## src/hw/rtl/sse_pkg.sv

```systemverilog
// Package for the string stack engine: payload structs, operation and
// status codes, and the command and status structs between controller
// and datapath. No dependencies.
package sse_pkg;

   localparam int CAP_W = 7;
   localparam int LEN_W = 7;
   localparam int CHAR_W = 8;

   localparam logic [CAP_W-1:0] CAP_RESET = 7'd64;

   localparam logic [1:0] FUNC_PUSH  = 2'd0;
   localparam logic [1:0] FUNC_POP   = 2'd1;
   localparam logic [1:0] FUNC_CLEAR = 2'd2;

   localparam logic [2:0] ST_ACCEPT = 3'd0;
   localparam logic [2:0] ST_REJECT = 3'd1;
   localparam logic [2:0] ST_CHAR   = 3'd2;
   localparam logic [2:0] ST_EMPTY  = 3'd3;
   localparam logic [2:0] ST_UNDER  = 3'd4;

   typedef struct packed {
      logic [1:0]        func;
      logic [CHAR_W-1:0] char_in;
   } req_type;

   typedef struct packed {
      logic [2:0]        status;
      logic [CHAR_W-1:0] char_out;
      logic              last;
   } rsp_type;

   typedef struct packed {
      logic push_char;
      logic push_term;
      logic pop_under;
      logic pop_start;
      logic clear;
      logic scan_rd;
      logic scan_step;
      logic pop_finish;
      logic emit_rd;
      logic emit_out;
   } cmd_type;

   typedef struct packed {
      logic stack_under;
      logic start_zero;
      logic scan_nonzero;
      logic span_zero;
      logic emit_last;
      logic rsp_free;
   } sts_type;

endpackage

```

## src/hw/rtl/string_stack_engine_unit.sv

```systemverilog
// Top level of the string stack engine: controller and datapath.
// Depends on sse_pkg, sse_ctrl, sse_dp and sse_ram.

// A push character or a clear never leaves the idle state, and a push
// terminator or a pop of an empty stack returns its word in the result
// register in the next cycle. A pop first scans back through the single
// read port of the byte store, one character at a time, to find the
// previous terminator, then streams the string character by character,
// holding while the result channel stalls. A new request word is taken
// only when the controller is idle and the result register is empty or
// being emptied. The capacity register may be written at any cycle the
// block is idle.
module string_stack_engine_unit #(
   parameter int STORE_DEPTH = 64
) (
   input  logic                      clock,
   input  logic                      reset,
   input  logic                      req_valid,
   output logic                      req_ready,
   input  sse_pkg::req_type          req_data,
   output logic                      rsp_valid,
   input  logic                      rsp_ready,
   output sse_pkg::rsp_type          rsp_data,
   input  logic                      csr_valid,
   output logic                      csr_ready,
   input  logic [sse_pkg::CAP_W-1:0] csr_data
);
   import sse_pkg::*;

   cmd_type cmd;
   sts_type sts;

   assign csr_ready = 1'b1;

   sse_ctrl u_ctrl (
      .clock     (clock),
      .reset     (reset),
      .req_valid (req_valid),
      .req_ready (req_ready),
      .req_data  (req_data),
      .sts       (sts),
      .cmd       (cmd)
   );

   sse_dp #(
      .STORE_DEPTH (STORE_DEPTH)
   ) u_dp (
      .clock     (clock),
      .reset     (reset),
      .req_data  (req_data),
      .cmd       (cmd),
      .sts       (sts),
      .csr_valid (csr_valid && csr_ready),
      .csr_data  (csr_data),
      .rsp_valid (rsp_valid),
      .rsp_ready (rsp_ready),
      .rsp_data  (rsp_data)
   );

endmodule

```

## src/hw/rtl/sse_ram.sv

```systemverilog
// Generic single-write, single-read RAM with a registered read port.
// No dependencies.
module sse_ram #(
   parameter int WIDTH = 8,
   parameter int DEPTH = 64
) (
   input  logic                     clock,
   input  logic                     wr_en,
   input  logic [$clog2(DEPTH)-1:0] wr_addr,
   input  logic [WIDTH-1:0]         wr_data,
   input  logic                     rd_en,
   input  logic [$clog2(DEPTH)-1:0] rd_addr,
   output logic [WIDTH-1:0]         rd_data
);

   logic [WIDTH-1:0] mem_ff [DEPTH];
   logic [WIDTH-1:0] rd_data_ff;

   always_ff @(posedge clock) begin
      if (wr_en) begin
         mem_ff[wr_addr] <= wr_data;
      end
      if (rd_en) begin
         rd_data_ff <= mem_ff[rd_addr];
      end
   end

   assign rd_data = rd_data_ff;

endmodule

```

## src/hw/rtl/sse_ctrl.sv

```systemverilog
// Controller state machine of the string stack engine: input handshake and
// sequencing of the pop scan and character stream. Depends on sse_pkg.
module sse_ctrl (
   input  logic             clock,
   input  logic             reset,
   input  logic             req_valid,
   output logic             req_ready,
   input  sse_pkg::req_type req_data,
   input  sse_pkg::sts_type sts,
   output sse_pkg::cmd_type cmd
);
   import sse_pkg::*;

   localparam logic [2:0] S_IDLE    = 3'd0;
   localparam logic [2:0] S_POP_CHK = 3'd1;
   localparam logic [2:0] S_SCAN    = 3'd2;
   localparam logic [2:0] S_EMIT_RD = 3'd3;
   localparam logic [2:0] S_EMIT_WR = 3'd4;

   logic [2:0] state_ff;
   logic [2:0] state_in;
   logic       accept;

   assign req_ready = (state_ff == S_IDLE) && sts.rsp_free;
   assign accept    = req_valid && req_ready;

   always_comb begin
      state_in = state_ff;
      cmd      = '0;
      case (state_ff)
         S_IDLE: begin
            if (accept) begin
               case (req_data.func)
                  FUNC_PUSH: begin
                     if (req_data.char_in != '0) begin
                        cmd.push_char = 1'b1;
                     end else begin
                        cmd.push_term = 1'b1;
                     end
                  end
                  FUNC_POP: begin
                     if (sts.stack_under) begin
                        cmd.pop_under = 1'b1;
                     end else begin
                        cmd.pop_start = 1'b1;
                        state_in      = S_POP_CHK;
                     end
                  end
                  FUNC_CLEAR: begin
                     cmd.clear = 1'b1;
                  end
                  default: begin
                  end
               endcase
            end
         end
         S_POP_CHK: begin
            if (sts.start_zero) begin
               cmd.pop_finish = 1'b1;
               state_in       = sts.span_zero ? S_IDLE : S_EMIT_RD;
            end else begin
               cmd.scan_rd = 1'b1;
               state_in    = S_SCAN;
            end
         end
         S_SCAN: begin
            if (sts.scan_nonzero) begin
               cmd.scan_step = 1'b1;
               state_in      = S_POP_CHK;
            end else begin
               cmd.pop_finish = 1'b1;
               state_in       = sts.span_zero ? S_IDLE : S_EMIT_RD;
            end
         end
         S_EMIT_RD: begin
            cmd.emit_rd = 1'b1;
            state_in    = S_EMIT_WR;
         end
         S_EMIT_WR: begin
            if (sts.rsp_free) begin
               cmd.emit_out = 1'b1;
               state_in     = sts.emit_last ? S_IDLE : S_EMIT_RD;
            end
         end
         default: begin
            state_in = S_IDLE;
         end
      endcase
   end

   always_ff @(posedge clock) begin
      if (reset) begin
         state_ff <= S_IDLE;
      end else begin
         state_ff <= state_in;
      end
   end

endmodule

```

## src/hw/rtl/sse_dp.sv

```systemverilog
// Datapath of the string stack engine: stack pointers, capacity register,
// byte store and result register. Depends on sse_pkg and sse_ram.
module sse_dp #(
   parameter int STORE_DEPTH = 64
) (
   input  logic                       clock,
   input  logic                       reset,
   input  sse_pkg::req_type           req_data,
   input  sse_pkg::cmd_type           cmd,
   output sse_pkg::sts_type           sts,
   input  logic                       csr_valid,
   input  logic [sse_pkg::CAP_W-1:0]  csr_data,
   output logic                       rsp_valid,
   input  logic                       rsp_ready,
   output sse_pkg::rsp_type           rsp_data
);
   import sse_pkg::*;

   localparam int AW = $clog2(STORE_DEPTH);
   localparam logic [CAP_W-1:0] DEPTH_CAP = CAP_W'(STORE_DEPTH);

   logic [CAP_W-1:0]  capacity_ff, capacity_in;
   logic [CAP_W-1:0]  top_ff, top_in;
   logic [LEN_W-1:0]  pending_ff, pending_in;
   logic [AW-1:0]     start_ff, start_in;
   logic [AW-1:0]     end_ff, end_in;
   logic [AW-1:0]     emit_ff, emit_in;
   logic              rsp_valid_ff, rsp_valid_in;
   rsp_type           rsp_data_ff, rsp_data_in;

   logic [CAP_W-1:0]  cap;
   logic [CAP_W:0]    pos;
   logic [CAP_W:0]    pos_next;
   logic [CAP_W-1:0]  top_dec;
   logic              fits;
   logic              wr_en;
   logic              rd_en;
   logic [AW-1:0]     rd_addr;
   logic [CHAR_W-1:0] rd_data;

   assign cap      = (capacity_ff > DEPTH_CAP) ? DEPTH_CAP : capacity_ff;
   assign pos      = {1'b0, top_ff} + {1'b0, pending_ff};
   assign pos_next = pos + 1'b1;
   assign fits     = pos < {1'b0, cap};
   assign top_dec  = top_ff - 1'b1;

   assign wr_en   = (cmd.push_char || cmd.push_term) && fits;
   assign rd_en   = cmd.scan_rd || cmd.emit_rd;
   assign rd_addr = cmd.scan_rd ? (start_ff - 1'b1) : emit_ff;

   sse_ram #(
      .WIDTH (CHAR_W),
      .DEPTH (STORE_DEPTH)
   ) u_store (
      .clock   (clock),
      .wr_en   (wr_en),
      .wr_addr (pos[AW-1:0]),
      .wr_data (req_data.char_in),
      .rd_en   (rd_en),
      .rd_addr (rd_addr),
      .rd_data (rd_data)
   );

   assign sts.stack_under  = (top_ff == '0) || (top_ff > DEPTH_CAP);
   assign sts.start_zero   = (start_ff == '0);
   assign sts.scan_nonzero = (rd_data != '0);
   assign sts.span_zero    = (start_ff == end_ff);
   assign sts.emit_last    = (({1'b0, emit_ff} + 1'b1) == {1'b0, end_ff});
   assign sts.rsp_free     = !rsp_valid_ff || rsp_ready;

   always_comb begin
      capacity_in  = capacity_ff;
      top_in       = top_ff;
      pending_in   = pending_ff;
      start_in     = start_ff;
      end_in       = end_ff;
      emit_in      = emit_ff;
      rsp_valid_in = rsp_valid_ff && !rsp_ready;
      rsp_data_in  = rsp_data_ff;

      if (csr_valid) begin
         capacity_in = csr_data;
      end
      if (cmd.push_char) begin
         if (pending_ff != '1) begin
            pending_in = pending_ff + 1'b1;
         end
      end
      if (cmd.push_term) begin
         pending_in   = '0;
         rsp_valid_in = 1'b1;
         rsp_data_in  = '{status: fits ? ST_ACCEPT : ST_REJECT, char_out: '0, last: 1'b1};
         if (fits) begin
            top_in = pos_next[CAP_W-1:0];
         end
      end
      if (cmd.pop_under) begin
         pending_in   = '0;
         top_in       = '0;
         rsp_valid_in = 1'b1;
         rsp_data_in  = '{status: ST_UNDER, char_out: '0, last: 1'b1};
      end
      if (cmd.pop_start) begin
         pending_in = '0;
         end_in     = top_dec[AW-1:0];
         start_in   = top_dec[AW-1:0];
      end
      if (cmd.clear) begin
         top_in     = '0;
         pending_in = '0;
      end
      if (cmd.scan_step) begin
         start_in = start_ff - 1'b1;
      end
      if (cmd.pop_finish) begin
         top_in  = CAP_W'(start_ff);
         emit_in = start_ff;
         if (sts.span_zero) begin
            rsp_valid_in = 1'b1;
            rsp_data_in  = '{status: ST_EMPTY, char_out: '0, last: 1'b1};
         end
      end
      if (cmd.emit_out) begin
         emit_in      = emit_ff + 1'b1;
         rsp_valid_in = 1'b1;
         rsp_data_in  = '{status: ST_CHAR, char_out: rd_data, last: sts.emit_last};
      end
   end

   always_ff @(posedge clock) begin
      if (reset) begin
         capacity_ff  <= CAP_RESET;
         top_ff       <= '0;
         pending_ff   <= '0;
         rsp_valid_ff <= 1'b0;
      end else begin
         capacity_ff  <= capacity_in;
         top_ff       <= top_in;
         pending_ff   <= pending_in;
         rsp_valid_ff <= rsp_valid_in;
      end
   end

   always_ff @(posedge clock) begin
      start_ff    <= start_in;
      end_ff      <= end_in;
      emit_ff     <= emit_in;
      rsp_data_ff <= rsp_data_in;
   end

   assign rsp_valid = rsp_valid_ff;
   assign rsp_data  = rsp_data_ff;

endmodule
```

## config.mk

```make
export PLATFORM = sky130hd
export DESIGN_NAME = string_stack_engine_unit
export DESIGN_NICKNAME = d
export VERILOG_FILES = /design/src/hw/rtl/sse_pkg.sv /design/src/hw/rtl/string_stack_engine_unit.sv /design/src/hw/rtl/sse_ram.sv /design/src/hw/rtl/sse_ctrl.sv /design/src/hw/rtl/sse_dp.sv
export SDC_FILE = /design/constraint.sdc
export NUM_CORES = 1
export LEC_CHECK = 0
export BUFFER_PORTS_ARGS = -buffer_cell sky130_fd_sc_hd__buf_2
export CAP_MARGIN = 30
export CELL_PAD_IN_SITES_DETAIL_PLACEMENT = 1
export CELL_PAD_IN_SITES_GLOBAL_PLACEMENT = 1
export CORE_MARGIN = 5
export CORE_UTILIZATION = 56
export CTS_BUF_LIST = sky130_fd_sc_hd__clkbuf_16
export DETAILED_ROUTE_END_ITERATION = 8
export GPL_ROUTABILITY_DRIVEN = 0
export PLACE_DENSITY = 0.9
export SYNTH_ARGS = -nofsm -noshare
export SYNTH_HDL_FRONTEND = slang
export SYNTH_SLANG_ARGS = --single-unit
export TNS_END_PERCENT = 50
```

## constraint.sdc

```tcl
create_clock -name clock -period 13.3 [get_ports clock]
set_clock_uncertainty 0.15 [all_clocks]
set_input_delay 0.665 -clock clock [delete_from_list [all_inputs] [get_ports clock]]
set_output_delay 0.665 -clock clock [all_outputs]
set_load 0.01 [all_outputs]
```

* Word level (Yosys, flattened, before mapping)
Memory sizes are Yosys's and may differ from the RTL's. A register that Yosys moved wholly into a read port is not among the register bits.
Cells that the tools add are included.
** Cells by class
- Add/sub/neg operators :: 7
- Magnitude comparators :: 3
- Eq/ne operators :: 13
- Multiplexer cells :: 52
- Reductions and logical operators :: 26
** Operators with widths (count)
- two-way mux 6 bit :: 10
- two-way mux 12 bit :: 4
- two-way mux 1 bit :: 22
- two-way mux 3 bit :: 6
- nonzero test 8 bit :: 2
- one-hot mux 3 bit (5 select lines) :: 1
- adder 7 x 1 -> 7 bit, second input constant :: 2
- > comparator 7 bit, second input constant :: 2
- subtractor 6 x 1 -> 6 bit, second input constant :: 2
- two-way mux 5 bit :: 2
- two-way mux 9 bit :: 1
- adder 7 x 7 -> 8 bit :: 1
- < comparator 8 x 7 -> 1 bit :: 1
- two-way mux 2 bit :: 4
- nonzero test 4 bit :: 2
- adder 6 x 1 -> 7 bit, second input constant :: 1
- == test 7 x 6 -> 1 bit :: 1
- logical NOT 7 bit :: 1
- two-way mux 7 bit :: 1
- inequality test 7 bit, second input constant :: 1
- adder 6 x 1 -> 6 bit, second input constant :: 1
- == test 3 x 2 -> 1 bit, second input constant :: 2
- == test 6 bit :: 1
- logical NOT 6 bit :: 1
- 17 further kinds :: 29
** Word-level totals
- Register bits after elaboration :: 55
- Memory bits (writable) :: 512
- Input bits :: 22
- Output and inout port bits :: 15
- Logic and storage cells :: 114
- Memories :: 1
** Memory list
- u_dp.u_store.mem_ff :: depth 64, width 8, read ports 1, clocked after memory_dff 1, wr ports 1, RTL line sse_ram.sv:16 : logic [WIDTH-1:0] mem_ff [DEPTH];

* Depth between registers and ports, before layout
- Word-level depth :: 11
- Mapped depth :: 16
- Depth with buffers taken out :: 15

* Hierarchy
A second synthesis with hierarchy kept.
** Second synthesis, totals
- Cells, all modules :: 1327
- Area, all modules :: 23765.3 µm²
** Modules (own cells, without submodules)
- sse_ram :: instances 1, cells an instance 940, area an instance 20246.9 µm², seq. area each 15615.0 µm²
- sse_dp :: instances 1, cells an instance 340, area an instance 3165.5 µm², seq. area each 1221.2 µm²
- sse_ctrl :: instances 1, cells an instance 45, area an instance 341.6 µm², seq. area each 60.1 µm²
- string_stack_engine_unit :: instances 1, cells an instance 2, area an instance 11.3 µm², seq. area each 0.0 µm²

* Worst setup path after synthesis
No wires, ideal clock.
- Path kind :: reg-to-reg
- From :: register u_dp.pending_ff[0]
- To :: memory u_dp.u_store.mem_ff[47][0], enable pin
- Setup time :: 0.370 ns
- Data arrival time :: 3.926 ns
- Data required time :: 12.780 ns
- Path slack :: 8.854 ns
- Stages on the path, launching flop included :: 17
- Buffers on the path :: 1
- Clock period less this slack :: 4.446 ns
- Cell sequence :: dfxtp_1 ha_1 fa_1 a21o_1 a21oi_1 xnor2_1 inv_1 ha_1 or3b_2 nor3b_1 o21ai_0 nand2_1 a311o_1 nor2_1 nand3_1 clkbuf_1 nor2_1
** Between the ends
- Cells in the longest elaborated chain, start to end :: 5
** RTL lines
- start, declared :: RTL line sse_dp.sv:24 : logic [LEN_W-1:0] pending_ff, pending_in;
- start signal, assigned :: RTL line sse_dp.sv:139 : pending_ff <= pending_in;
- adder 7 x 7 -> 8 bit (*) :: RTL line sse_dp.sv:42 : assign pos = {1'b0, top_ff} + {1'b0, pending_ff};
- < comparator 8 x 7 -> 1 bit :: RTL line sse_dp.sv:44 : assign fits = pos < {1'b0, cap};
- logical AND 1 bit :: RTL line sse_dp.sv:47 : assign wr_en = (cmd.push_char || cmd.push_term) && fits;
- two-way mux 1 bit :: RTL line sse_ram.sv:20 : if (wr_en) begin
- two-way mux 1 bit (not written as such) :: RTL line sse_ram.sv:21 : mem_ff[wr_addr] <= wr_data;
- end, declared :: RTL line sse_ram.sv:16
Every way passes the cells marked *; elsewhere a longest branch is shown, timed or not.

* Worst setup path after layout
- From :: register u_dp.pending_ff[0]
- To :: memory u_dp.u_store.mem_ff[20][5], enable pin
The elaborated chain is that of the path after synthesis.

==> flow_summary.yaml <==
critical_path:
  cp_top_family: "simple AND/OR/NAND/NOR gates"
  r2r_start: "u_dp.pending_ff[0]"
  timing.critical_path.buf_inv: 1
  r2r_slack_ns: 7.26
  arrival_ns: 6.13
  start_kind: "flip-flop"
  r2r_cells: 15
  rr_endpoint: "u_dp.u_store.mem_ff[20][5]"
  crit_path_max_incr_delay_ns: 1.03
  slowest_stage: "nor2_1"
  worst_ep_required_time_ns: 13.38
  path_cells: "ha_1 -> fa_1 -> a21o_1 -> a21oi_1 -> xnor2_1 -> inv_1 -> ha_1 -> or3b_2 -> nor3b_1 -> o21ai_0 -> nand2_1 -> a311o_1 -> nor2_1 -> nand3_1 -> nor2_1"
  crit_fanout: 16
  crit_type: "reg2reg"
  endpoint_kind: "flip-flop"
timing:
  max_slew.worst_pin.slew_ns: 1.22
  rsz0062_at_grt: "no"
  post-route-period-util_pct: 45.4
  hold_violations: 0
  fmax_mhz: 166
  tns_ns: 0
  worst_slack_ns: 7.26
  setup_viol_count_final: 0
  relSlewSlack_pct: 18.8
  final-max-slew-violation-count: 0
  fin_crit_ns: 6.04
logic_synthesis:
  seq_area_frac_synth_pct: 71.3
  synth_nets: 1928
  ys_top_cells_by_area: "edfxtp_1 (68%), nand2_1 (7.9%), dfxtp_1 (3.1%), nand3_1 (3.1%), a32oi_1 (2.4%)"
  yosys.area.top_type: "edfxtp_1"
  synth_seq_cells: 575
  synth_edf_count: 538
  synth.top_cell.area_share_pct: 68.2
  netlist_area_sq_mm: 0.0237
  async_flop_share_pct: 0
  synth_ff_type: "edfxtp_1"
  synth_cell_types: 58
  synth_warnings: 0
  postSynthAreaPerCell_sq_um: 12.6
  syn_inst: 1886
clocking:
  ctsHoldBuffers: 0
  clkTransAtPathRegs_ns: 0.06
  cts.sinks: 575
  cts_resized: 0
  clk_path_buf_depth: 3
  postCtsSetupBuffers: 0
  insertion_delay_ns: 0.62
  cts_htree_levels: 2
  cts_tree: "built"
  cts_root_buf: "clkbuf_16"
  numCtsBuffers: 57
layout:
  final_common_cell: "edfxtp_1"
  drive_gt1_share_pct: 7.88
  area_delta_synth_final_pct: 10.2
  num_antenna_cells: 0
  instances_no_fill: 2481
  final_area_sq_mm: 0.0261
  final_nets: 1936
  final_cell_mix: "edfxtp_1 (538), nand2_1 (500), nand3_1 (148)"
power_and_ir_drop:
  ir_drop_mv: 0.148
  switching_share_pct: 23.2
  clkPwrFrac_pct: 41.5
  p_leak_nw: 8.85
  combPwrFrac_pct: 6.6
  p_int_w: 0.00296
  finalPower_w: 0.00386
  seqPwrFrac_pct: 51.9
  p_sw_w: 0.000895
  power_density_mw_per_mm2: 148
die:
  die_area_sq_mm: 0.0465
  start_util_pct: 56.5
  die_h_um: 216
  die_x_um: 216
  core_sq_mm: 0.0419
  num_rows: 75
  io-pin-count: 37
drt:
  antenna_left: 0
  drt_pass1_iterations: 7
  dr.first_iter.drc_count: 2215
  wl_per_cell_um: 29.5
  vias_per_cell: 6.62
  route.vias.total: 16400
  post-route-drc-count: 0
  totalWireLength_mm: 73.2
place:
  dpl_cell_area_sq_mm: 0.0242
  numPortBuffers: 35
  post-place-ws_ns: 7.57
  placed_cells: 2373
  hpwl_mm: 44.3
global_route:
  antenna_found_initial: 3
  grt_use_total_pct: 31.0
  gr-total-overflow: 0
  grt_max_degree: 257
  grt_pass1_wl_mm: 109
  grt_pass1_vias: 17200
run_status:
  status: "completed"
min_path:
  hold_path_depth: 3
  hp-class: "in2reg"
  worstHoldStart: "csr_data[3]"
  min_to: "u_dp.capacity_ff[3]"
job:
  maxCapViolCount: 0
synth_stat cells, types with 19 or more instances:
cell	count
buf_2	65
a32oi_1	66
xnor2_1	25
ha_1	19
nand2_1	500
dfxtp_1	37
nand3_1	148
nand4_1	75
nor2_1	104
clkbuf_1	30
a21oi_1	86
edfxtp_1	538
cells by family (layout without fill, tap and decap cells):
group / Yosys count / count (layout) / synth area share, %
AND/OR/NAND/NOR: 885 / 885 / 16.3
flip-flops: 575 / 575 / 71.3
AO/OA/AOI/OAI: 233 / 233 / 6.96
buffers and inverters: 121 / 177 / 2.35
XOR/XNOR: 42 / 42 / 1.61
adder cells (fa/ha/maj): 20 / 20 / 1.09
multiplexers: 9 / 9 / 0.380
other: 1 / 1 / 0.0158
metrics by stage:
step           hold WS, ns  utilization (%)
3_3_place_gp         0.291             57.8
2_1_floorplan        0.302                -
4_1_cts              0.121             62.2
3_5_place_dp         0.301             57.8
5_1_grt              0.130             62.2
6_report             0.144             62.2
worst min-delay path, delay by kind of cell:
kind | cells | cell delay (ns)
buf+inv | 1 | 0.08
mux | 1 | 0.06
simple gates | 1 | 0.08
layer usage:
metal | share of wire [%] | global-route usage, %
met5 | 0.046 | 0
met4 | 6.5 | 16.8
met3 | 9.6 | 7.48
met2 | 48 | 51.1
met1 | 36 | 38.0
sequential cells by signal (all words and copies together), names as in the netlist:
| name | flops |
|---|---|
| u_dp.u_store.rd_data | 8 |
| u_dp.end_ff | 6 |
| u_dp.rsp_data | 12 |
| u_dp.capacity_ff | 7 |
| u_dp.u_store.mem_ff | 512 |
| u_dp.top_ff | 7 |
| u_dp.pending_ff | 7 |
| u_dp.start_ff | 6 |
| u_dp.rsp_valid | 1 |
| u_dp.emit_ff | 6 |
| u_ctrl.state_ff | 3 |
final cells by class:
type                            instances  area, sq um
Sequential cell                       575        16900
Fill cell                            4007        15800
Multi-Input combinational cell       1190         6280
Clock buffer                           58         1450
Tap cell                              539          674
Clock inverter                         49          400
Timing Repair Buffer                   55          355
Inverter                               15         56.3
how the worst max path moves through the flow:
stage / slack (ns) / end / startpoint / cells past startpoint
final: 7.26 / u_dp.u_store.mem_ff[20][5] / u_dp.pending_ff[0] / 15
after global routing: 7.02 / u_dp.u_store.mem_ff[20][5] / u_dp.pending_ff[0] / 15
after CTS: 7.39 / u_dp.u_store.mem_ff[20][5] / u_dp.pending_ff[0] / 15
after detailed placement: 7.57 / u_dp.u_store.mem_ff[20][5] / u_dp.pending_ff[0] / 15
after global placement: 7.82 / u_dp.u_store.mem_ff[43][0] / u_dp.pending_ff[0] / 15
after floorplan: 8.85 / u_dp.u_store.mem_ff[47][0] / u_dp.pending_ff[0] / 16
power groups by stage:
stage | Clock, W | Sequential, W | Combinational (W)
floorplan | 0 | 0.00204 | 0.000137
global placement | 0 | 0.00204 | 0.000227
detailed placement | 0 | 0.00204 | 0.000240
CTS | 0.00161 | 0.00200 | 0.000246
global route | 0.00170 | 0.00200 | 0.000267
finish | 0.00160 | 0.00200 | 0.000253
No activity file was read; power rests on OpenSTA's default activity.
